**src/rtl/pod_pkg.sv**
```systemverilog
`default_nettype none

package pod_pkg;

    // display commands
    typedef enum logic [3:0] {
        CMD_NONE    = 4'd0,
        CMD_COLOR   = 4'd1,
        CMD_DRAW    = 4'd2,
        CMD_NEWLINE = 4'd3,
        CMD_DOWN    = 4'd4,
        CMD_UP      = 4'd5,
        CMD_LEFT    = 4'd6,
        CMD_RIGHT   = 4'd7,
        CMD_HOME    = 4'd8,
        CMD_CLEAR   = 4'd9,
        CMD_DELETE  = 4'd10,
        CMD_INSERT  = 4'd11,
        CMD_LOWER   = 4'd12,
        CMD_UPPER   = 4'd13,
        CMD_BELL    = 4'd14
    } cmd_t;

    // petscii control codes
    localparam logic [7:0] PC_BELL      = 8'd7;
    localparam logic [7:0] PC_CBM_OFF   = 8'd8;
    localparam logic [7:0] PC_CBM_ON    = 8'd9;
    localparam logic [7:0] PC_LF        = 8'd10;
    localparam logic [7:0] PC_CR        = 8'd13;
    localparam logic [7:0] PC_LOWER     = 8'd14;
    localparam logic [7:0] PC_DOWN      = 8'd17;
    localparam logic [7:0] PC_RVS_ON    = 8'd18;
    localparam logic [7:0] PC_HOME      = 8'd19;
    localparam logic [7:0] PC_DELETE    = 8'd20;
    localparam logic [7:0] PC_RIGHT     = 8'd29;
    localparam logic [7:0] PC_SHIFT_CR  = 8'd141;
    localparam logic [7:0] PC_UPPER     = 8'd142;
    localparam logic [7:0] PC_UP        = 8'd145;
    localparam logic [7:0] PC_RVS_OFF   = 8'd146;
    localparam logic [7:0] PC_CLEAR     = 8'd147;
    localparam logic [7:0] PC_INSERT    = 8'd148;
    localparam logic [7:0] PC_LEFT      = 8'd157;
    localparam logic [7:0] PC_PI        = 8'd255;

    localparam logic [7:0] SC_PI        = 8'd94;

    // offset added per 32-code group, modulo 256
    localparam logic [7:0] GROUP_OFFSET [8] = '{
        8'd128, 8'd0, 8'd192, 8'd224, 8'd64, 8'd192, 8'd128, 8'd128
    };

    typedef struct packed {
        logic       hit;
        logic [3:0] index;
    } color_t;

    // petscii color code to palette index
    function automatic color_t color_lookup(input logic [7:0] c);
        color_t r;
        r.hit   = 1'b1;
        r.index = 4'd0;
        unique case (c)
            8'd144:  r.index = 4'd0;
            8'd5:    r.index = 4'd1;
            8'd28:   r.index = 4'd2;
            8'd159:  r.index = 4'd3;
            8'd156:  r.index = 4'd4;
            8'd30:   r.index = 4'd5;
            8'd31:   r.index = 4'd6;
            8'd158:  r.index = 4'd7;
            8'd129:  r.index = 4'd8;
            8'd149:  r.index = 4'd9;
            8'd150:  r.index = 4'd10;
            8'd151:  r.index = 4'd11;
            8'd152:  r.index = 4'd12;
            8'd153:  r.index = 4'd13;
            8'd154:  r.index = 4'd14;
            8'd155:  r.index = 4'd15;
            default: r.hit   = 1'b0;
        endcase
        return r;
    endfunction

    // printable byte to screen code, reverse video sets the top bit
    function automatic logic [7:0] to_screen(input logic [7:0] c, input logic rvs);
        logic [7:0] s;
        if (c == PC_PI)
        begin
            s = SC_PI;
        end
        else
        begin
            s = c + GROUP_OFFSET[c[7:5]];
        end
        s[7] = s[7] ^ rvs;
        return s;
    endfunction

    function automatic logic is_printable(input logic [7:0] c);
        return (c[7:5] != 3'd0) && (c[7:5] != 3'd4);
    endfunction

endpackage

`default_nettype wire

```
**src/rtl/petscii_output_decoder_core.sv**
```systemverilog
`default_nettype none

// petscii terminal output decoder: every request on the input channel carries one
// petscii byte and yields exactly one display command on the output channel
// (color with palette index, draw with screen code, cursor moves, newline, home,
// clear, insert, delete, font select, bell or none), together with the current
// shift+c= enable. the byte is decoded combinationally against the flags for reverse
// video, shift+c= enable and "carriage return just seen", and the result is held
// in an output register. one byte is taken every clock cycle; the only limit is
// the single output register, which accepts a new byte in the same cycle that
// the held result is taken. output valid rises in the cycle after an accept. a
// line feed right after a carriage return gives command none, and a carriage
// return turns reverse video off. after reset shift+c= is enabled.
module petscii_output_decoder_core
    import pod_pkg::*;
(
    input  wire logic       clk,
    input  wire logic       rst_n,

    // input channel
    input  wire logic       in_valid,
    output logic            in_ready,
    input  wire logic [7:0] char_byte,

    // output channel
    output logic            out_valid,
    input  wire logic       out_ready,
    output logic [3:0]      command,
    output logic [3:0]      color_index,
    output logic [7:0]      screen_code,
    output logic            shift_cbm_enabled
);

    // terminal flags
    logic after_return_reg, after_return_next;
    logic reverse_mode_reg, reverse_mode_next;
    logic shift_cbm_reg,    shift_cbm_next;

    // result register
    logic       out_valid_reg;
    logic [3:0] command_reg,     command_next;
    logic [3:0] color_index_reg, color_index_next;
    logic [7:0] screen_code_reg, screen_code_next;
    logic       shift_cbm_out_reg;

    logic   accept;
    color_t color;
    cmd_t   cmd;

    // the output register frees up in the same cycle it is drained
    assign in_ready = !out_valid_reg || out_ready;
    assign accept   = in_valid && in_ready;

    assign color = color_lookup(char_byte);

    // byte decode against the current flags
    always_comb
    begin
        cmd               = CMD_NONE;
        color_index_next  = 4'd0;
        screen_code_next  = 8'd0;
        after_return_next = 1'b0;
        reverse_mode_next = reverse_mode_reg;
        shift_cbm_next    = shift_cbm_reg;
        if (char_byte == PC_LF)
        begin
            // drop the line feed of a cr/lf pair
            cmd = after_return_reg ? CMD_NONE : CMD_DOWN;
        end
        else if (color.hit)
        begin
            cmd              = CMD_COLOR;
            color_index_next = color.index;
        end
        else
        begin
            unique case (char_byte)
                PC_CR, PC_SHIFT_CR:
                begin
                    cmd               = CMD_NEWLINE;
                    reverse_mode_next = 1'b0;
                    after_return_next = 1'b1;
                end
                PC_DOWN:    cmd = CMD_DOWN;
                PC_UP:      cmd = CMD_UP;
                PC_LEFT:    cmd = CMD_LEFT;
                PC_RIGHT:   cmd = CMD_RIGHT;
                PC_HOME:    cmd = CMD_HOME;
                PC_CLEAR:   cmd = CMD_CLEAR;
                PC_DELETE:  cmd = CMD_DELETE;
                PC_INSERT:  cmd = CMD_INSERT;
                PC_LOWER:   cmd = CMD_LOWER;
                PC_UPPER:   cmd = CMD_UPPER;
                PC_BELL:    cmd = CMD_BELL;
                PC_CBM_OFF: shift_cbm_next    = 1'b0;
                PC_CBM_ON:  shift_cbm_next    = 1'b1;
                PC_RVS_ON:  reverse_mode_next = 1'b1;
                PC_RVS_OFF: reverse_mode_next = 1'b0;
                default:
                begin
                    // glyphs; unassigned control codes fall through as none
                    if (is_printable(char_byte))
                    begin
                        cmd              = CMD_DRAW;
                        screen_code_next = to_screen(char_byte, reverse_mode_reg);
                    end
                end
            endcase
        end
        command_next = cmd;
    end

    // flags and output valid
    always_ff @(posedge clk or negedge rst_n)
    begin
        if (!rst_n)
        begin
            after_return_reg <= 1'b0;
            reverse_mode_reg <= 1'b0;
            shift_cbm_reg    <= 1'b1;
            out_valid_reg    <= 1'b0;
        end
        else
        begin
            if (accept)
            begin
                after_return_reg <= after_return_next;
                reverse_mode_reg <= reverse_mode_next;
                shift_cbm_reg    <= shift_cbm_next;
            end
            if (accept)
            begin
                out_valid_reg <= 1'b1;
            end
            else if (out_ready)
            begin
                out_valid_reg <= 1'b0;
            end
        end
    end

    // result payload, loaded only on accept
    always_ff @(posedge clk)
    begin
        if (accept)
        begin
            command_reg       <= command_next;
            color_index_reg   <= color_index_next;
            screen_code_reg   <= screen_code_next;
            shift_cbm_out_reg <= shift_cbm_next;
        end
    end

    assign out_valid         = out_valid_reg;
    assign command           = command_reg;
    assign color_index       = color_index_reg;
    assign screen_code       = screen_code_reg;
    assign shift_cbm_enabled = shift_cbm_out_reg;

    // a line feed right after a carriage return gives command none
    assert property (@(posedge clk) disable iff (!rst_n)
        accept && char_byte == PC_LF && after_return_reg
        |=> out_valid && command == CMD_NONE)
        else $error("line feed after carriage return not dropped");

    // carriage return ends reverse video and marks the return
    assert property (@(posedge clk) disable iff (!rst_n)
        accept && (char_byte == PC_CR || char_byte == PC_SHIFT_CR)
        |=> !reverse_mode_reg && after_return_reg && command == CMD_NEWLINE)
        else $error("carriage return flag update wrong");

    // unused payload fields stay zero
    assert property (@(posedge clk) disable iff (!rst_n)
        out_valid && command != CMD_COLOR |-> color_index == 4'd0)
        else $error("color index set outside color command");

    assert property (@(posedge clk) disable iff (!rst_n)
        out_valid && command != CMD_DRAW |-> screen_code == 8'd0)
        else $error("screen code set outside draw command");

    // reported shift+c= state follows the flag
    assert property (@(posedge clk) disable iff (!rst_n)
        accept |=> shift_cbm_enabled == shift_cbm_reg)
        else $error("shift+c= output out of step with flag");

endmodule

`default_nettype wire

```
**config.mk**
```make
export PLATFORM = sky130hd
export DESIGN_NAME = petscii_output_decoder_core
export DESIGN_NICKNAME = d
export VERILOG_FILES = /design/src/rtl/pod_pkg.sv /design/src/rtl/petscii_output_decoder_core.sv
export SDC_FILE = /design/constraint.sdc
export NUM_CORES = 1
export LEC_CHECK = 0
export BUFFER_PORTS_ARGS = -buffer_cell sky130_fd_sc_hd__buf_4
export CAP_MARGIN = 10
export CORE_MARGIN = 4
export CORE_UTILIZATION = 43
export CTS_BUF_LIST = sky130_fd_sc_hd__clkbuf_8
export DETAILED_ROUTE_END_ITERATION = 10
export GPL_TIMING_DRIVEN = 0
export SLEW_MARGIN = 25
export SYNTH_ARGS = -nofsm -noshare
export SYNTH_HDL_FRONTEND = slang
export SYNTH_SLANG_ARGS = --single-unit
```
**constraint.sdc**
```tcl
create_clock -name clk -period 2.14 [get_ports clk]
set_input_delay 0 -clock clk [delete_from_list [all_inputs] [get_ports clk]]
set_output_delay 0 -clock clk [all_outputs]
set_load 0.05 [all_outputs]
```
* Word-level counts from Yosys, hierarchy flattened
Memory sizes are Yosys's and may differ from the RTL's. Cells that the tools add are included.
Storage, ports and cells: memory bits (read-only) 64, word-level logic and storage cells 90, output and inout port bits 19, memories kept 1, flip-flop bits (word level) 21, bits of input ports 12
Memory list:
- (name not given) | words 8, width 8, read ports 1, clocked after Yosys merged registers in 0, write ports 0, line pod_pkg.sv:93 | s = c + GROUP_OFFSET[c[7:5]];
Cells by class: eq/ne operators 36, bitwise operators 5, add/subtract/negate cells 1, reductions and logical operators 15, $lt $le $gt $ge 1, multiplexer cells 23
Operator list (number):
- $eq 8x8->1 const B | 20
- $eq 8x5->1 const B | 8
- $pmux 4 s15 | 1
- $mux 8 | 7
- $pmux 4 s13 | 1
- $eq 8x4->1 const B | 5
- $reduce_or 20->1 | 1
- $reduce_or 17->1 | 1
- $eq 8x3->1 const B | 2
- $reduce_or 16->1 | 1
- $add 8x8->8 | 1
- $mux 1 | 8
- $mux 4 | 2
- $ge 4x4->1 const B | 1
- $not 3->4 | 1
- $pmux 1 s2 | 2
- $reduce_and 4->1 | 1
- $reduce_bool 2->1 | 2
- $reduce_or 2->1 | 2
- $reduce_or 4->1 | 1
- $mux 3 | 1
- $ne 3x3->1 const B | 1
- $not 1->1 | 3
- $reduce_bool 3->1 | 1
- other kinds (6) | 7

* Depth between registers and ports, before layout
depth after elaboration 11, mapped depth 8, depth with buffers taken out 7

* Least setup slack after synthesis
OpenSTA, ideal clock, no wires.
path kind flip-flop to flip-flop, start point register out_valid_reg (netlist: out_valid), end point register reverse_mode_reg, setup time 0.125 ns, buffers on the path 0, cell stages (with the launch flop) 5, period minus slack after synthesis 2.375 ns, arrival 2.250 ns, setup slack -0.235 ns, required time 2.015 ns, cells stage by stage dfrtp_1 -> nand2b_1 -> and2_1 -> nor3b_1 -> mux2_2
Between the ends: longest elaborated chain between the ends 4
RTL lines:
- start: declaration | line petscii_output_decoder_core.sv:40 | logic out_valid_reg;
- start signal: assignment | line petscii_output_decoder_core.sv:121 | out_valid_reg <= 1'b0;
- start signal: assignment | line petscii_output_decoder_core.sv:133 | out_valid_reg <= 1'b1;
- start signal: assignment | line petscii_output_decoder_core.sv:137 | out_valid_reg <= 1'b0;
- $logic_not 1->1 | line petscii_output_decoder_core.sv:51 | assign in_ready = !out_valid_reg || out_ready;
- $logic_or 1x1->1 | line petscii_output_decoder_core.sv:51
- via in_ready | line petscii_output_decoder_core.sv:22 | output logic in_ready,
- $logic_and 1x1->1 | line petscii_output_decoder_core.sv:52 | assign accept = in_valid && in_ready;
- via accept | line petscii_output_decoder_core.sv:46 | logic accept;
- $reduce_and 4->1 (no source line)
- end signal: assignment | line petscii_output_decoder_core.sv:128 | reverse_mode_reg <= reverse_mode_next;
- end: declaration | line petscii_output_decoder_core.sv:36 | logic reverse_mode_reg, reverse_mode_next;
The timed path passes the listed nets, and every way through them passes these cells. A chain may end at the register's enable or synchronous reset.

* Worst setup path in the final report
start point input char_byte[6], end point register screen_code_reg[5] (netlist: screen_code[5]), data pin
Between the ends: longest elaborated chain between the ends 10, elaborated cells between the ends (all ways) 52, those cells by class 1 x add/sub; 36 x eq/ne; 8 x mux; 2 x bitwise; 4 x reduce/logical; 1 x memory
RTL lines:
- start: declaration | line petscii_output_decoder_core.sv:23 | input wire logic [7:0] char_byte,
- $not 3->4 (implied by the code) | line pod_pkg.sv:93
- $mem_v2 8x8
- $mux 8 (implied by the code) (2 in a row) | line pod_pkg.sv:93
- $add 8x8->8 | line pod_pkg.sv:93
- $mux 8 | line pod_pkg.sv:87 | if (c == PC_PI)
- $mux 8 | line petscii_output_decoder_core.sv:102 | if (is_printable(char_byte))
- $mux 8 | line petscii_output_decoder_core.sv:77 | unique case (char_byte)
- $mux 8 | line petscii_output_decoder_core.sv:70 | else if (color.hit)
- $mux 8 | line petscii_output_decoder_core.sv:65 | if (char_byte == PC_LF)
- end signal: assignment | line petscii_output_decoder_core.sv:149 | screen_code_reg <= screen_code_next;
- end: declaration | line petscii_output_decoder_core.sv:43 | logic [7:0] screen_code_reg, screen_code_next;
Parallel ways exist; a longest one is shown, timed or not. The select of a mux whose other input is x is not followed.

==> results.json <==
{
  "worst_pin_slew_ns": 0.4752,
  "gp_congestion": 0.9570,
  "viasPerCell": 5.719,
  "drtAntennaViolNets": 0,
  "arrival_ns": 2.01,
  "async_reset_ff_share_pct": 19.05,
  "crit_path_start_kind": "primary input",
  "diodes": 0,
  "synth_warnings": 0,
  "seq_area_frac_synth_pct": 39.98,
  "routed_wl_um": 3986,
  "crit_fanout": 9,
  "die_y_um": 67.66,
  "synth_compound_area_share_pct": 11.77,
  "worstSetupEndpointType": "register",
  "core_um2": 3390,
  "synth_top_family_by_area": "simple AND/OR/NAND/NOR gates",
  "post-route-drc-count": 0,
  "utilization_pct": 54.89,
  "hold_class": "primary input to register",
  "final_hold_viol_count": 0,
  "layout_common_cells": "buf_4, nor3_1, edfxtp_1",
  "status": "complete, no violations",
  "final_area_um2": 1861,
  "grt_pass1_vias": 1309,
  "synth_area_um2": 1530,
  "multi_input_area_um2": 830.8,
  "synth-simple-area-share_pct": 30.34,
  "rr_endpoint": "reverse_mode_reg",
  "whs_ns": 0.02220,
  "cp.required_ns": 2.23,
  "cts_inserted_buffers": 3,
  "firstDrtPassIters": 4,
  "setup_slack_ns": 0.2253,
  "fillers": 330,
  "dpl-instance-area_um2": 1794,
  "clock.fmax_mhz": 522.3,
  "dieArea_um2": 4577,
  "cap_violations": 0,
  "yosysUniqueCellTypes": 50,
  "clock_path_buffers": 2,
  "die_x_um": 67.66,
  "slew_viol_final": 0,
  "boundaryPins": 31,
  "via_count": 1384,
  "nets": 214,
  "wl_per_cell_um": 16.47,
  "final_common_cell": "buf_4",
  "syn_avg_cell_area_um2": 9.388,
  "synth_edf_count": 17,
  "grt_pass1_wl_um": 6555,
  "synthMuxAreaShare_pct": 4.415,
  "drt_iter0_drc": 73,
  "synth_ff_type": "edfxtp_1",
  "clock_skew_ns": 0.01263,
  "ys_ff_latch": 21,
  "grtUsageTotal_pct": 19.21,
  "slew_headroom_pct": 68.26,
  "dp_slack_ns": -0.04600,
  "cts_tree": "yes",
  "synth_cells": 163,
  "grt_setup_unrepaired": "no",
  "seq_area_um2": 611.8,
  "largest_reg_flops": 8,
  "rr_startpoint": "out_valid",
  "rows": 21,
  "leakagePower_nw": 0.7391,
  "rrSetupSlack_ns": 0.50,
  "synth_xor_area_share_pct": 3.434,
  "clk_pin_slew_ns": 0.08,
  "min_period_ns": 1.915,
  "final-setup-viol-count": 0,
  "initial_utilization_pct": 45.15,
  "clk_latency_ns": 0.27,
  "power-per-cell-area_nw_per_um2": 585.5,
  "synth_fp_nets": 180,
  "cts_resized": 0,
  "finalCritPeriodShare_pct": 89.47,
  "grt_max_degree": 21,
  "antenna_found_initial": 0,
  "area_growth_pct": 21.59,
  "clock-sinks": 21,
  "worstHoldStart": "out_ready",
  "drive_gt1_share_pct": 27.04,
  "path_class": "primary input to register",
  "whs_endpoint": "out_valid",
  "place_hpwl_um": 3019,
  "cts_root_buf": "clkbuf_8",
  "irDropWorstVdd_uv": 223.5,
  "holdPathStages": 3,
  "overflow": 0,
  "synth_adder_area_share_pct": 4.088,
  "port-buffer-count": 27,
  "rr_worst_depth": 4,
  "total_power_mw": 1.089,
  "h-tree-depth": 1
}
[kinds of logic (layout without fill, tap and decap cells)]
group | count (synthesis) | in the layout
simple gates | 79 | 79
compound gates | 26 | 26
flops | 21 | 21
buf+inv | 20 | 53
xor+xnor | 6 | 6
mux | 6 | 6
fa+ha+maj | 5 | 5
[cell usage after synthesis (3+ instances only)]
| cell | n | area, um^2 |
|---|---|---|
| nor2_1 | 10 | 37.54 |
| edfxtp_1 | 17 | 510.5 |
| o21ai_0 | 5 | 25.02 |
| nand2_1 | 9 | 33.78 |
| mux2i_1 | 3 | 30.03 |
| inv_1 | 8 | 30.03 |
| nor3b_1 | 3 | 22.52 |
| xnor2_1 | 4 | 35.03 |
| nor3_1 | 17 | 85.08 |
| nand3_1 | 5 | 25.02 |
| buf_2 | 7 | 35.03 |
| ha_1 | 5 | 62.56 |
| nand2b_1 | 5 | 31.28 |
| nor4_1 | 6 | 37.54 |
| and2_1 | 5 | 31.28 |
| a21oi_1 | 8 | 40.04 |
| nand4_1 | 4 | 25.02 |
| dfrtp_1 | 3 | 75.07 |
[through the flow]
step	TNS (ns)	cells
after global routing	0	242
final	0	242
after detailed placement	-0.07895	236
after floorplan	0	163
after global placement	-0.08480	236
after CTS	0	242
[worst max-delay path by stage]
stage	start	endpoint	slack [ns]	cells past startpoint
floorplan	out_valid	reverse_mode_reg	0.14	4
global placement	char_byte[6]	screen_code[5]	-0.05	9
detailed placement	char_byte[6]	screen_code[3]	-0.05	9
finish	char_byte[6]	screen_code[5]	0.23	9
CTS	char_byte[6]	screen_code[3]	0.22	9
global route	char_byte[6]	screen_code[5]	0.03	9
[metal layers]
layer  up-vias  share of wire [%]  track usage [%]
met4         0                1.3            4.557
met2        76                 48            31.35
li1        674                  -                -
met1       629                 42            26.69
met3         5                9.2            2.662
met5         -                  0                0
[worst max-delay path, cell delays in order]
cell      delay (ns)
buf_4           0.13
inv_1           0.06
ha_1            0.19
buf_4           0.17
nor2_2          0.26
nor4_1          0.10
a211oi_1        0.36
nand4_1         0.40
nor3_1          0.33
[power breakdown]
part | internal [mW] | leakage [nW] | switching, mW
registers | 0.486 | 0.215 | 0.0117
clock network | 0.130 | 0.0255 | 0.128
logic | 0.112 | 0.498 | 0.222
total | 0.728 | 0.739 | 0.361
[what timing repair did]
action / CTS / global route
hold endpoints to repair: 5 / 0
endpoints found under the setup margin: 0 / 0
hold buffers: 2 / 0
setup buffers: 0 / 0
[area by class of cell]
class	instances	area share, %
multi-input combinational	122	44.65
sequential	21	32.89
timing repair buffer	29	11.97
buffer	12	3.295
tap	46	3.093
clock buffer	3	2.219
inverter	8	1.614
clock inverter	1	0.2690
Power figures use the tool's default switching activity.
